<file path="src/sv/xwm_pkg.sv">
// Package for the wheel mixer: fixed widths, configuration codes and
// the structs that travel between the pipeline sections.
// No dependencies.
`default_nettype none
package xwm_pkg;

  // 1/sqrt(2) in Q16
  localparam logic [16:0] INV_SQRT2 = 17'd46341;

  // register indexes
  localparam logic [1:0] CFG_PRIORITY = 2'd0;
  localparam logic [1:0] CFG_OUTPUT   = 2'd1;
  localparam logic [1:0] CFG_BRAKE    = 2'd2;
  localparam logic [1:0] CFG_MV_SCALE = 2'd3;

  // priority codes (code 3 behaves as no desaturation)
  localparam logic [1:0] PRIO_KEEP_TRANS = 2'd1;
  localparam logic [1:0] PRIO_KEEP_TURN  = 2'd2;

  // output mode codes (2 and 3 leave motors unapplied)
  localparam logic [1:0] OUT_MILLIVOLT = 2'd0;
  localparam logic [1:0] OUT_PERCENT   = 2'd1;

  localparam logic [7:0] MV_SCALE_RESET = 8'd120;

  localparam logic signed [17:0] CMD_MAX = 18'sh1FFFF;
  localparam logic signed [17:0] CMD_MIN = 18'sh20000;

  // mixer section result
  typedef struct packed {
    logic [3:0]        neg;
    logic [3:0][16:0]  mag;
    logic signed [16:0] turn;
    logic              scale;
    logic [3:0][33:0]  prod;
    logic [16:0]       peak_trans;
  } mix_t;

  // wheel translations after scaling, plus the turn
  typedef struct packed {
    logic [3:0]        neg;
    logic [3:0][16:0]  mag;
    logic signed [16:0] turn;
    logic              scale;
  } whl_t;

endpackage
`default_nettype wire

</file>
<file path="src/sv/xwm_out.sv">
// Output section: adds the turn, flags stopped wheels, converts to
// millivolts or percent with saturation. Uses xwm_pkg.
`default_nettype none
module xwm_out #(
  parameter int FRACTION_BITS = 8
) (
  input  wire logic               clk_i,
  input  wire logic               rst_ni,
  input  wire logic [1:0]         out_mode_i,
  input  wire logic [7:0]         mv_scale_i,
  input  wire logic               in_valid_i,
  output      logic               in_ready_o,
  input  wire xwm_pkg::whl_t      in_i,
  output      logic               out_valid_o,
  input  wire logic               out_stall_i,
  output      logic signed [17:0] cmd_o [4],
  output      logic [3:0]         stop_mask_o,
  output      logic               applied_o
);

  localparam int NS = 3;
  localparam logic [17:0] ONE  = 18'(1) << FRACTION_BITS;
  localparam logic [26:0] HALF = 27'(1) << (FRACTION_BITS - 1);

  logic [NS-1:0] v_q;
  logic [NS:0]   en;

  always_comb begin
    en[NS] = !out_stall_i;
    for (int s = NS - 1; s >= 0; s--) begin
      en[s] = !v_q[s] || en[s+1];
    end
  end

  always_ff @(posedge clk_i or negedge rst_ni) begin
    if (!rst_ni) begin
      v_q <= '0;
    end else begin
      if (en[0]) v_q[0] <= in_valid_i;
      for (int s = 1; s < NS; s++) begin
        if (en[s]) v_q[s] <= v_q[s-1];
      end
    end
  end

  // O0: wheel value
  logic signed [18:0] w0_q [4];
  always_ff @(posedge clk_i) begin
    if (en[0]) begin
      for (int i = 0; i < 4; i++) begin
        w0_q[i] <= (in_i.neg[i] ? -19'(in_i.mag[i]) : 19'(in_i.mag[i]))
                   + 19'(in_i.turn);
      end
    end
  end

  // O1: magnitude, stop flag, millivolt product
  logic [17:0]        wm1 [4];
  logic signed [18:0] w1_q [4];
  logic [3:0]         stop1_q;
  logic [25:0]        mvp1_q [4];

  always_comb begin
    for (int i = 0; i < 4; i++) begin
      wm1[i] = w0_q[i][18] ? 18'(-w0_q[i]) : 18'(w0_q[i]);
    end
  end

  always_ff @(posedge clk_i) begin
    if (en[1]) begin
      for (int i = 0; i < 4; i++) begin
        w1_q[i]    <= w0_q[i];
        stop1_q[i] <= wm1[i] <= ONE;
        mvp1_q[i]  <= 26'(wm1[i]) * 26'(mv_scale_i);
      end
    end
  end

  // O2: convert, saturate, output register
  logic [26:0]        mvq2 [4];
  logic signed [17:0] pct2 [4];
  logic signed [17:0] mv2 [4];
  logic signed [17:0] cmd2 [4];
  logic               app2;

  always_comb begin
    app2 = (out_mode_i == xwm_pkg::OUT_MILLIVOLT) || (out_mode_i == xwm_pkg::OUT_PERCENT);
    for (int i = 0; i < 4; i++) begin
      mvq2[i] = (27'(mvp1_q[i]) + HALF) >> FRACTION_BITS;
      if (w1_q[i] > 19'sd131071)       pct2[i] = xwm_pkg::CMD_MAX;
      else if (w1_q[i] < -19'sd131072) pct2[i] = xwm_pkg::CMD_MIN;
      else                             pct2[i] = w1_q[i][17:0];
      if (w1_q[i][18]) begin
        mv2[i] = (mvq2[i] > 27'd131072) ? xwm_pkg::CMD_MIN : -mvq2[i][17:0];
      end else begin
        mv2[i] = (mvq2[i] > 27'd131071) ? xwm_pkg::CMD_MAX : mvq2[i][17:0];
      end
      if (stop1_q[i])                                 cmd2[i] = '0;
      else if (out_mode_i == xwm_pkg::OUT_PERCENT)    cmd2[i] = pct2[i];
      else if (out_mode_i == xwm_pkg::OUT_MILLIVOLT)  cmd2[i] = mv2[i];
      else                                            cmd2[i] = '0;
    end
  end

  always_ff @(posedge clk_i) begin
    if (en[2]) begin
      for (int i = 0; i < 4; i++) cmd_o[i] <= cmd2[i];
      stop_mask_o <= stop1_q;
      applied_o   <= app2;
    end
  end

  assign in_ready_o  = en[0];
  assign out_valid_o = v_q[NS-1];

endmodule
`default_nettype wire

</file>
<file path="config.mk">
export PLATFORM = sky130hd
export DESIGN_NAME = xwm_out
export DESIGN_NICKNAME = d
export VERILOG_FILES = /design/src/sv/xwm_pkg.sv /design/src/sv/xwm_out.sv
export SDC_FILE = /design/constraint.sdc
export NUM_CORES = 2
export LEC_CHECK = 0
export BUFFER_PORTS_ARGS = -buffer_cell sky130_fd_sc_hd__buf_2
export CAP_MARGIN = 20
export CORE_MARGIN = 3
export CORE_UTILIZATION = 50
export CTS_CLUSTER_SIZE = 30
export DETAILED_ROUTE_END_ITERATION = 7
export GPL_TIMING_DRIVEN = 0
export PLACE_DENSITY = 0.69
export SKIP_LAST_GASP = 1
export SLEW_MARGIN = 25
export SYNTH_ARGS = -nofsm -noshare
export SYNTH_HDL_FRONTEND = slang
export SYNTH_SLANG_ARGS = --single-unit
</file>
<file path="constraint.sdc">
create_clock -name clk_i -period 15.6 [get_ports clk_i]
set_input_delay 3.12 -clock clk_i [delete_from_list [all_inputs] [get_ports clk_i]]
set_output_delay 3.12 -clock clk_i [all_outputs]
set_load 0.01 [all_outputs]
</file>
==> flow_summary.json <==
{
  "worstMarginPinSlew_ns": 1.16,
  "dr.pass1.iters": 6,
  "setup_ws_ns": 6.54,
  "post-synth-top-area-fraction_pct": 24.0,
  "nNetsFinal": 5083,
  "drv_slew": 0,
  "rsz0062_at_grt": "false",
  "synth.area.top_cells": "edfxtp_1, fa_1, ha_1",
  "skew_ns": 0.0185,
  "path_class": "in2reg",
  "synth_seq_cells": 312,
  "fp.dieH_um": 284,
  "synthAdderAreaFrac_pct": 28.6,
  "worstHoldPathCells": 1,
  "timing.rr.end": "mvp1_q[3][25]",
  "fmax_ghz": 0.110,
  "wire_per_inst_um": 19.8,
  "io-pin-count": 183,
  "hold_buffers": 0,
  "drc": 0,
  "synth_ff_type": "edfxtp_1",
  "die_area_um2": 80700,
  "grt_pass1_wl_um": 168000,
  "overflow": 0,
  "num-fill-cells": 6877,
  "dp_slack_ns": 6.10,
  "num_rows": 101,
  "grt_util_all_layers_pct": 26.2,
  "relSlewSlack_pct": 22.2,
  "grtUsageMet3_pct": 4.53,
  "clockRootBuffer": "clkbuf_16",
  "grtUsageMet1_pct": 35.7,
  "syn-num-nets": 4861,
  "cap_viol_max_count": 0,
  "synth_compound_area_share_pct": 11.4,
  "end_kind": "register",
  "layout-drive-gt1-share_pct": 7.13,
  "antenna_found_initial": 7,
  "min_path_type": "reg2reg",
  "hold_viol": 0,
  "synth_warnings": 0,
  "fin_tns_setup_ns": 0,
  "use_met2_pct": 41.9,
  "synth_edf_count": 309,
  "clock_latency_ns": 0.56,
  "syn_area_um2": 38700,
  "top_usage_layer": "met2",
  "yosys.area.top_type": "edfxtp_1",
  "netlist_instances": 4107,
  "vias": 31000,
  "drt-initial-drc-count": 2676,
  "place.gp.congestion": 0.930,
  "die_w_um": 284,
  "muxShareOfSynthArea_pct": 0.540,
  "dp_hpwl_um": 85600,
  "grt_max_degree": 50,
  "synth_xor_area_share_pct": 8.29,
  "cts_made_buffers": 38,
  "final.period_utilization_pct": 58.1,
  "cts.repair.resized": 0,
  "crit_arrival_ns": 9.36,
  "crit_required_ns": 15.89,
  "start_util_pct": 50.7,
  "vias_per_cell": 5.74,
  "critPathLaunchType": "input port",
  "syn_avg_cell_area_um2": 9.42,
  "ant_nets": 0,
  "setup_viol": 0,
  "synth_top_family_by_area": "adder cells",
  "core_region_area_um2": 76300,
  "path_clk_slew_ns": 0.06,
  "async_flop_share_pct": 0.962,
  "seq_area_frac_synth_pct": 24.2,
  "clockBufferDepth": 3,
  "netlist-cell-type-count": 90,
  "cts_setup_buffers": 0,
  "ctsHtreeMaxLevel": 2,
  "wl_um": 107000,
  "cts_tree": "built",
  "period_needed_ns": 9.06,
  "cts_sinks": 312,
  "status": "complete, no violations",
  "synth_simple_gate_area_share_pct": 20.9,
  "hold_start": "v_q[0]",
  "cp_max_fo": 10,
  "rrSetupSlack_ns": 8.06,
  "reg2reg_from": "w0_q[3][4]",
  "area_delta_synth_final_pct": 9.38,
  "r2r_cells": 21,
  "grt_pass1_vias": 30500,
  "io_buffers": 172,
  "whs_endpoint": "v_q[1]"
}
-- critical path, stage by stage --
cell and delay (ns):
clkbuf_1 0.58, clkbuf_1 0.78, nand2b_1 0.18, fa_1 0.53, fa_1 0.56, inv_1 0.06
fa_1 0.54, inv_1 0.06, fa_1 0.54, inv_1 0.04, ha_1 0.31, nand2_1 0.10
nor4_1 0.36, o211ai_1 0.25, a31oi_1 0.32, o21ai_0 0.15, a21boi_0 0.43, nor4_1 0.09
a311o_1 0.35
-- metal layers --
metal | vias to the layer above | routed length, um
met5 | - | 44
li1 | 14500 | -
met3 | 214 | 8230
met2 | 1168 | 48500
met1 | 15100 | 45400
met4 | 6 | 4490
-- cell usage after synthesis (all sizes together) (43+ instances only) --
library cell and count:
fa 384, nand3 98, a21o 48, o21ai 169, inv 456, or3 43, xnor2 222, nor2 200
a21oi 156, nor2b 430, clkbuf 133, nand4 46, xor2 144, nor3 81, and2 107, ha 266
nand2b 73, edfxtp 309, nand2 220
-- worst max path at each step --
| stage | start | to | cells after the start |
|---|---|---|---|
| floorplan | out_stall_i | in_ready_o | 1 |
| global placement | out_stall_i | mvp1_q[0][15] | 2 |
| detailed placement | mv_scale_i[5] | mvp1_q[3][25] | 19 |
| CTS | mv_scale_i[5] | mvp1_q[3][25] | 19 |
| global route | mv_scale_i[6] | mvp1_q[3][25] | 19 |
| finish | mv_scale_i[6] | mvp1_q[3][19] | 19 |
-- layout make-up --
cell class,instances,area (um^2),share of cell area [%]
Multi-Input combinational cell,3184,27000,63.9
Sequential cell,312,9350,22.1
Inverter,456,1710,4.04
Tap cell,1030,1290,3.05
Timing Repair Buffer,182,1030,2.44
Clock buffer,41,983,2.32
Buffer,155,634,1.50
Clock inverter,29,278,0.656
Antenna cell,3,7.51,0.0177
-- cells by family after synthesis --
group / count (synthesis)
AOI/OAI and AO/OA: 678
xor gates and xnor gates: 366
adders and majority gates: 655
buffers and inverters: 611
DFF: 312
muxes: 20
and+or+nand+nor: 1465
-- state kept, by name, indices dropped and copies added, names as in the netlist --
signal,cells
applied_o,1
mvp1_q,76
stop_mask_o,4
cmd_o,72
v_q,3
w1_q,76
w0_q,76
stop1_q,4
-- stage by stage --
stage / instance area [um^2] / utilization, % / std cells / hold WS (ns)
after detailed placement: 41000 / 53.8 / 5319 / 0.459
final: 42300 / 55.4 / 5392 / 0.467
after global placement: 40800 / 53.5 / 5309 / 0.450
after global routing: 42300 / 55.4 / 5391 / 0.468
after floorplan: 38700 / - / 4107 / 0.424
after CTS: 42300 / 55.4 / 5389 / 0.469
-- cell usage in the layout (no fill, tap or decap), types with 20 or more instances in the layout --
cell type / synthesis / layout
ha_1: 266 / 266
o21ai_0: 159 / 159
clkbuf_1: 132 / 133
nand2_1: 218 / 217
o22ai_1: 37 / 37
nor2_1: 200 / 199
nor4_1: 33 / 33
nor2b_1: 430 / 430
fa_1: 384 / 384
a31oi_1: 28 / 28
clkbuf_16: 0 / 39
xor2_1: 144 / 143
a21oi_1: 156 / 156
o21a_1: 26 / 26
or3_1: 43 / 43
and2_1: 107 / 107
nor3_1: 81 / 81
xnor2_1: 222 / 221
buf_2: 14 / 186
and3_1: 35 / 35
inv_1: 456 / 456
nand2b_1: 73 / 73
nand3_1: 96 / 95
a21o_1: 48 / 48
or4_1: 20 / 20
nand4_1: 45 / 45
edfxtp_1: 309 / 309
o31ai_1: 41 / 41
Power is not shown: default switching activity piles up to over one toggle a cycle in this logic, so the estimate is an artifact.
