**config.mk**
```make
export PLATFORM = sky130hd
export DESIGN_NAME = xwm_mix
export DESIGN_NICKNAME = d
export VERILOG_FILES = /design/src/sv/xwm_pkg.sv /design/src/sv/xwm_mix.sv
export SDC_FILE = /design/constraint.sdc
export NUM_CORES = 2
export LEC_CHECK = 0
export BUFFER_PORTS_ARGS = -buffer_cell sky130_fd_sc_hd__buf_4
export CORE_MARGIN = 2
export CORE_UTILIZATION = 40
export CTS_CLUSTER_SIZE = 12
export DETAILED_ROUTE_END_ITERATION = 7
export PLACE_DENSITY = 0.56
export SKIP_LAST_GASP = 1
export SYNTH_ARGS = -nofsm -noshare
export SYNTH_HDL_FRONTEND = slang
export SYNTH_SLANG_ARGS = --single-unit
```
**constraint.sdc**
```tcl
create_clock -name clk_i -period 10.5 [get_ports clk_i]
set_input_delay 1.575 -clock clk_i [delete_from_list [all_inputs] [get_ports clk_i]]
set_output_delay 1.575 -clock clk_i [all_outputs]
set_load 0.1 [all_outputs]
```
**src/sv/xwm_pkg.sv**
```systemverilog
// Package for the wheel mixer: fixed widths, configuration codes and
// the structs that travel between the pipeline sections.
// No dependencies.
`default_nettype none
package xwm_pkg;

  // 1/sqrt(2) in Q16
  localparam logic [16:0] INV_SQRT2 = 17'd46341;

  // register indexes
  localparam logic [1:0] CFG_PRIORITY = 2'd0;
  localparam logic [1:0] CFG_OUTPUT   = 2'd1;
  localparam logic [1:0] CFG_BRAKE    = 2'd2;
  localparam logic [1:0] CFG_MV_SCALE = 2'd3;

  // priority codes (code 3 behaves as no desaturation)
  localparam logic [1:0] PRIO_KEEP_TRANS = 2'd1;
  localparam logic [1:0] PRIO_KEEP_TURN  = 2'd2;

  // output mode codes (2 and 3 leave motors unapplied)
  localparam logic [1:0] OUT_MILLIVOLT = 2'd0;
  localparam logic [1:0] OUT_PERCENT   = 2'd1;

  localparam logic [7:0] MV_SCALE_RESET = 8'd120;

  localparam logic signed [17:0] CMD_MAX = 18'sh1FFFF;
  localparam logic signed [17:0] CMD_MIN = 18'sh20000;

  // mixer section result
  typedef struct packed {
    logic [3:0]        neg;
    logic [3:0][16:0]  mag;
    logic signed [16:0] turn;
    logic              scale;
    logic [3:0][33:0]  prod;
    logic [16:0]       peak_trans;
  } mix_t;

  // wheel translations after scaling, plus the turn
  typedef struct packed {
    logic [3:0]        neg;
    logic [3:0][16:0]  mag;
    logic signed [16:0] turn;
    logic              scale;
  } whl_t;

endpackage
`default_nettype wire

```
**src/sv/xwm_mix.sv**
```systemverilog
// Mixer section: sums the sources, projects onto the wheel axes,
// finds peak magnitudes and picks the desaturation. Uses xwm_pkg.
`default_nettype none
module xwm_mix #(
  parameter int FRACTION_BITS = 8
) (
  input  wire logic               clk_i,
  input  wire logic               rst_ni,
  input  wire logic [1:0]         prio_i,
  input  wire logic               in_valid_i,
  output      logic               in_ready_o,
  input  wire logic signed [15:0] auton_x_i,
  input  wire logic signed [15:0] auton_y_i,
  input  wire logic signed [15:0] auton_turn_i,
  input  wire logic signed [15:0] driver_x_i,
  input  wire logic signed [15:0] driver_y_i,
  input  wire logic signed [15:0] driver_turn_i,
  output      logic               out_valid_o,
  input  wire logic               out_ready_i,
  output      xwm_pkg::mix_t      out_o
);

  localparam int NS = 6;
  localparam int CW = (FRACTION_BITS + 7 > 18) ? FRACTION_BITS + 8 : 19;
  localparam logic signed [CW-1:0] HUNDRED = CW'(100) << FRACTION_BITS;

  logic [NS-1:0] v_q;
  logic [NS:0]   en;

  always_comb begin
    en[NS] = out_ready_i;
    for (int s = NS - 1; s >= 0; s--) begin
      en[s] = !v_q[s] || en[s+1];
    end
  end

  always_ff @(posedge clk_i or negedge rst_ni) begin
    if (!rst_ni) begin
      v_q <= '0;
    end else begin
      if (en[0]) v_q[0] <= in_valid_i;
      for (int s = 1; s < NS; s++) begin
        if (en[s]) v_q[s] <= v_q[s-1];
      end
    end
  end

  // S0: sums
  logic signed [16:0] x0_q, y0_q, t0_q;
  always_ff @(posedge clk_i) begin
    if (en[0]) begin
      x0_q <= 17'(auton_x_i) + 17'(driver_x_i);
      y0_q <= 17'(auton_y_i) + 17'(driver_y_i);
      t0_q <= 17'(auton_turn_i) + 17'(driver_turn_i);
    end
  end

  // S1: axis projection products
  logic signed [18:0] d1 [4];
  logic [17:0]        dm1 [4];
  logic [3:0]         neg1_q;
  logic [32:0]        pm1_q [4];
  logic signed [16:0] t1_q;

  always_comb begin
    d1[0] = 19'(y0_q) - 19'(x0_q);
    d1[1] = -19'(x0_q) - 19'(y0_q);
    d1[2] = 19'(x0_q) + 19'(y0_q);
    d1[3] = 19'(x0_q) - 19'(y0_q);
    for (int i = 0; i < 4; i++) begin
      dm1[i] = d1[i][18] ? 18'(-d1[i]) : 18'(d1[i]);
    end
  end

  always_ff @(posedge clk_i) begin
    if (en[1]) begin
      for (int i = 0; i < 4; i++) begin
        neg1_q[i] <= d1[i][18];
        pm1_q[i]  <= 33'(35'(dm1[i]) * 35'(xwm_pkg::INV_SQRT2));
      end
      t1_q <= t0_q;
    end
  end

  // S2: round to nearest
  logic [3:0]         neg2_q;
  logic [16:0]        mag2_q [4];
  logic signed [16:0] t2_q;
  logic [33:0]        rs2 [4];

  always_comb begin
    for (int i = 0; i < 4; i++) begin
      rs2[i] = 34'(pm1_q[i]) + 34'd32768;
    end
  end

  always_ff @(posedge clk_i) begin
    if (en[2]) begin
      for (int i = 0; i < 4; i++) mag2_q[i] <= rs2[i][32:16];
      neg2_q <= neg1_q;
      t2_q   <= t1_q;
    end
  end

  // S3: raw wheel values and peaks
  logic signed [17:0] trs3 [4];
  logic signed [18:0] raw3 [4];
  logic [17:0]        rm3 [4];
  logic [16:0]        mta, mtb, mt3;
  logic [17:0]        mra, mrb, mr3;
  logic [3:0]         neg3_q;
  logic [16:0]        mag3_q [4];
  logic signed [16:0] t3_q;
  logic [16:0]        mt3_q;
  logic [17:0]        mr3_q;

  always_comb begin
    for (int i = 0; i < 4; i++) begin
      trs3[i] = neg2_q[i] ? -18'(mag2_q[i]) : 18'(mag2_q[i]);
      raw3[i] = 19'(trs3[i]) + 19'(t2_q);
      rm3[i]  = raw3[i][18] ? 18'(-raw3[i]) : 18'(raw3[i]);
    end
    mta = (mag2_q[0] > mag2_q[1]) ? mag2_q[0] : mag2_q[1];
    mtb = (mag2_q[2] > mag2_q[3]) ? mag2_q[2] : mag2_q[3];
    mt3 = (mta > mtb) ? mta : mtb;
    mra = (rm3[0] > rm3[1]) ? rm3[0] : rm3[1];
    mrb = (rm3[2] > rm3[3]) ? rm3[2] : rm3[3];
    mr3 = (mra > mrb) ? mra : mrb;
  end

  always_ff @(posedge clk_i) begin
    if (en[3]) begin
      for (int i = 0; i < 4; i++) mag3_q[i] <= mag2_q[i];
      neg3_q <= neg2_q;
      t3_q   <= t2_q;
      mt3_q  <= mt3;
      mr3_q  <= mr3;
    end
  end

  // S4: desaturation decision
  logic               over4;
  logic [16:0]        tm4;
  logic signed [CW-1:0] bt4, bk4, bt4c, bk4c;
  logic [16:0]        ntm4;
  logic signed [16:0] nt4;
  logic               sc4;
  logic [3:0]         neg4_q;
  logic [16:0]        mag4_q [4];
  logic signed [16:0] t4_q;
  logic               sc4_q;
  logic [16:0]        bud4_q;
  logic [16:0]        mt4_q;

  always_comb begin
    over4 = CW'(mr3_q) > HUNDRED;
    tm4   = t3_q[16] ? 17'(-t3_q) : 17'(t3_q);
    bt4   = HUNDRED - CW'(mt3_q);
    bt4c  = bt4[CW-1] ? '0 : bt4;
    bk4   = HUNDRED - CW'(tm4);
    bk4c  = bk4[CW-1] ? '0 : bk4;
    ntm4  = (bt4c < CW'(tm4)) ? 17'(bt4c) : tm4;
    nt4   = t3_q;
    sc4   = 1'b0;
    if (over4 && prio_i == xwm_pkg::PRIO_KEEP_TRANS) begin
      nt4 = t3_q[16] ? -17'(ntm4) : 17'(ntm4);
    end
    if (over4 && prio_i == xwm_pkg::PRIO_KEEP_TURN) begin
      sc4 = bk4c < CW'(mt3_q);
    end
  end

  always_ff @(posedge clk_i) begin
    if (en[4]) begin
      for (int i = 0; i < 4; i++) mag4_q[i] <= mag3_q[i];
      neg4_q <= neg3_q;
      t4_q   <= nt4;
      sc4_q  <= sc4;
      bud4_q <= 17'(bk4c);
      mt4_q  <= mt3_q;
    end
  end

  // S5: translation times budget
  always_ff @(posedge clk_i) begin
    if (en[5]) begin
      for (int i = 0; i < 4; i++) begin
        out_o.mag[i]  <= mag4_q[i];
        out_o.prod[i] <= 34'(mag4_q[i]) * 34'(bud4_q);
      end
      out_o.neg        <= neg4_q;
      out_o.turn       <= t4_q;
      out_o.scale      <= sc4_q;
      out_o.peak_trans <= mt4_q;
    end
  end

  assign in_ready_o  = en[0];
  assign out_valid_o = v_q[NS-1];

endmodule
`default_nettype wire

```
==> results.txt <==
----------------------------------------------------
[Run status]
  Run status ... completed

[Synthesis]
  Post-synthesis cell type with the largest combined area ... sky130_fd_sc_hd__fa_1
  Synth area leaders ... sky130_fd_sc_hd__fa_1, sky130_fd_sc_hd__edfxtp_1, sky130_fd_sc_hd__ha_1
  Fraction of post-synthesis cell area in the top cell type by area ... 24.43%
  Register bit total from synthesis ... 730
  Count of cell types in the netlist ... 106
  Fraction of the yosys area taken by sequential cells ... 23.29%
  Cell types with the highest counts after synthesis ... sky130_fd_sc_hd__inv_1, sky130_fd_sc_hd__ha_1, sky130_fd_sc_hd__fa_1
  Per-instance average area after synthesis ... 9.944 um2
  Gate count after technology mapping ... 9454
  Area share of and/or/nand/nor cells after synthesis ... 12.67%
  Yosys warning count ... 0
  Share of the synthesized area in compound gates (AO/OA/AOI/OAI) ... 7.931%
  Largest family of logic cells by synthesized area ... adder cells
  Fraction of synthesized cell area in xor and xnor cells ... 5.645%
  Share of async-settable or async-resettable flops after synthesis ... 0.8219%
  Number of enable-type register cells in the synthesized netlist ... 724
  Mapped Area ... 94010 um2
  Dominant synthesized flop cell ... sky130_fd_sc_hd__edfxtp_1
  Share of cell area taken by muxes after synthesis ... 1.145%
  Synth Area in Adders ... 41.42%
  Leading cell type by number of instances after synthesis ... sky130_fd_sc_hd__inv_1

[GRT]
  Met1 GRT Util ... 29.54%
  GR met2 Demand/Resource ... 37.61%
  Layer carrying the most global-route usage ... met2
  Remaining global-route overflow ... 0
  Pin count of the biggest net entering global routing ... 74
  Number of global-route vias before repair ... 70655
  Met3 Use GR ... 2.360%
  Overall track demand over capacity in global routing ... 22.10%
  Initial antenna violation count ... 12
  Global-route wire length before repair ... 409.0 mm

[Detailed routing]
  Wirelength, routed ... 262.1 mm
  Detailed Routing Iterations Pass 1 ... 5
  Drt wl/cell ... 20.30 um
  Remaining antenna violation count ... 0
  Number of DRC violations after detailed-routing iteration 0 ... 4083
  Vias per inst ... 5.217
  Total number of vias ... 67376
  Post-route DRC violation count ... 0

[Finish]
  # nets final ... 12235
  Synthesis-to-finish area growth ... 9.715%
  Share of final-layout standard cells stronger than drive strength 1 ... 6.789%

[Critical path]
  Max incr delay on CP ... 0.68 ns
  Kind of end point of the critical path ... flop
  Worst EP arrival ... 9.85 ns
  Data required time of the critical path ... 11.00 ns
  Critical-path top delay cell ... sky130_fd_sc_hd__ha_1
  Worst-path fanout max ... 16
  Category of the worst setup path launch point ... flop
  Crit path kind ... flop to flop
  Cell mode on critical path ... sky130_fd_sc_hd__fa_1

[Timing]
  Hold Violations, Final ... 0
  Max-Slew Margin vs Limit ... 10.20%
  RSZ-0062 raised after global routing ... no
  Number of max-slew violations in the final report ... 0
  Final setup violating endpoints ... 0
  Fin crit period ... 9.343 ns
  Transition time at the pin with the least slew margin ... 1.313 ns
  Final worst path period share ... 88.98%
  Max Clock Skew ... 0.04578 ns
  Max Clk Rate ... 107.0 MHz
  Setup Total Neg Slack ... 0 ns

[Clocking]
  Clock-pin slew on the worst setup and hold paths ... 0.06 ns
  Maximum clock insertion buffer count ... 3
  TritonCTS buffer count ... 88
  Number of hold buffers added after CTS ... 0
  Sinks on Clock Net ... 730
  Clock tree from TritonCTS ... done
  CTS HTree Levels ... 3
  Root buffer selected by CTS ... sky130_fd_sc_hd__clkbuf_16
  Clock insertion delay at the later pin of the skew report ... 0.76 ns

[Floorplanning]
  Placement row count ... 177
  Die Footprint ... 238900 um2
  Die Height ... 488.8 um
  Count of pins on the block boundary ... 347
  Starting Density ... 40.31%
  Core footprint ... 233200 um2
  Die Width ... 488.8 um

[Place]
  RePlAce Congestion ... 0.9011
  Detailed-placement wirelength estimate ... 204.3 mm
  Buffers on Ports ... 346

[Hold path]
  Worst hold-check path type ... flop to flop

[Run]
  Number of maximum-capacitance constraint violations ... 0

----------------------------------------------------
-- placed cells by master, fill, tap and decap left out, types with 88 or more instances in the layout --
| master | instances |
|---|---|
| sky130_fd_sc_hd__ha_1 | 1277 |
| sky130_fd_sc_hd__a21oi_1 | 302 |
| sky130_fd_sc_hd__nand3_1 | 122 |
| sky130_fd_sc_hd__fa_1 | 1147 |
| sky130_fd_sc_hd__a21o_1 | 111 |
| sky130_fd_sc_hd__nor3_1 | 113 |
| sky130_fd_sc_hd__edfxtp_1 | 724 |
| sky130_fd_sc_hd__o21ai_0 | 226 |
| sky130_fd_sc_hd__and2_1 | 427 |
| sky130_fd_sc_hd__buf_4 | 449 |
| sky130_fd_sc_hd__clkbuf_16 | 88 |
| sky130_fd_sc_hd__mux2i_1 | 96 |
| sky130_fd_sc_hd__xnor2_1 | 450 |
| sky130_fd_sc_hd__nand2_1 | 1024 |
| sky130_fd_sc_hd__xor2_1 | 153 |
| sky130_fd_sc_hd__nor2_1 | 369 |
| sky130_fd_sc_hd__inv_1 | 1673 |
-- through the flow --
stage / utilization [%] / setup WS, ns / area, um2 / cells / hold WS, ns
2_1_floorplan: - / 1.295 / 94010 / 9456 / 0.4003
3_3_place_gp: 43.00 / 0.9329 / 100300 / 12751 / 0.4009
3_5_place_dp: 43.00 / 0.8548 / 100300 / 12751 / 0.4045
4_1_cts: 44.22 / 0.8506 / 103100 / 12913 / 0.4112
5_1_grt: 44.23 / 0.3462 / 103100 / 12914 / 0.4089
6_report: 44.23 / 1.157 / 103100 / 12914 / 0.4068
-- path summary, 6_finish.rpt --
path	slack, ns	endpoint	cells after the start	startpoint
max	1.16	pm1_q[1][32]	31	x0_q[8]
min	0.41	mag4_q[2][6]	0	mag3_q[2][6]
max reg2reg	1.16	pm1_q[1][32]	31	x0_q[8]
min reg2reg	0.41	mag4_q[2][6]	0	mag3_q[2][6]
max in group asynchronous	9.77	v_q[2]	1	rst_ni
min in group asynchronous	0.61	v_q[0]	1	rst_ni
-- critical path, delay by kind of cell, from the launching register on --
family          cells  cell delay, ns
buf+inv             4            0.37
fa+ha+maj           9            4.19
xor+xnor            2            0.70
simple gates        2            0.56
compound gates     14            2.91
flops               1            0.38
-- registers in the layout (all words and copies together), names as in the netlist, 18 cells and up --
name	cells
mr3_q	18
mag3_q	68
out_o	243
pm1_q	72
mag4_q	68
mag2_q	68
-- area by class of cell --
| type | instances | area, um2 |
|---|---|---|
| Clock buffer | 111 | 2288 |
| Timing Repair Buffer | 450 | 3391 |
| Inverter | 1680 | 6315 |
| Clock inverter | 51 | 571.8 |
| Tap cell | 3132 | 3919 |
| Multi-Input combinational cell | 6759 | 64760 |
| Antenna cell | 1 | 2.502 |
| Sequential cell | 730 | 21890 |
| Fill cell | 22245 | 130100 |
-- layer usage --
| metal | share of wire [%] | routed length [um] |
|---|---|---|
| met1 | 45 | 116900 |
| met2 | 48 | 125000 |
| met3 | 4.6 | 12000 |
| met4 | 3.1 | 8211 |
| met5 | 0 | 0 |
-- cell families (layout without fill, tap and decap cells) --
family	Yosys count	in the layout
xor+xnor	605	605
fa+ha+maj	2424	2424
buf+inv	1967	2292
simple gates	2481	2481
compound gates	1140	1140
mux	106	106
flops	730	730
other cells	1	4
-- timing repair --
action                     4_1_cts  5_1_grt
gates resized for setup          0        1
setup endpoints to repair        0        1
buffers inserted                 0        0
Power is not shown: default switching activity piles up to over one toggle a cycle in this logic, so the estimate is an artifact.
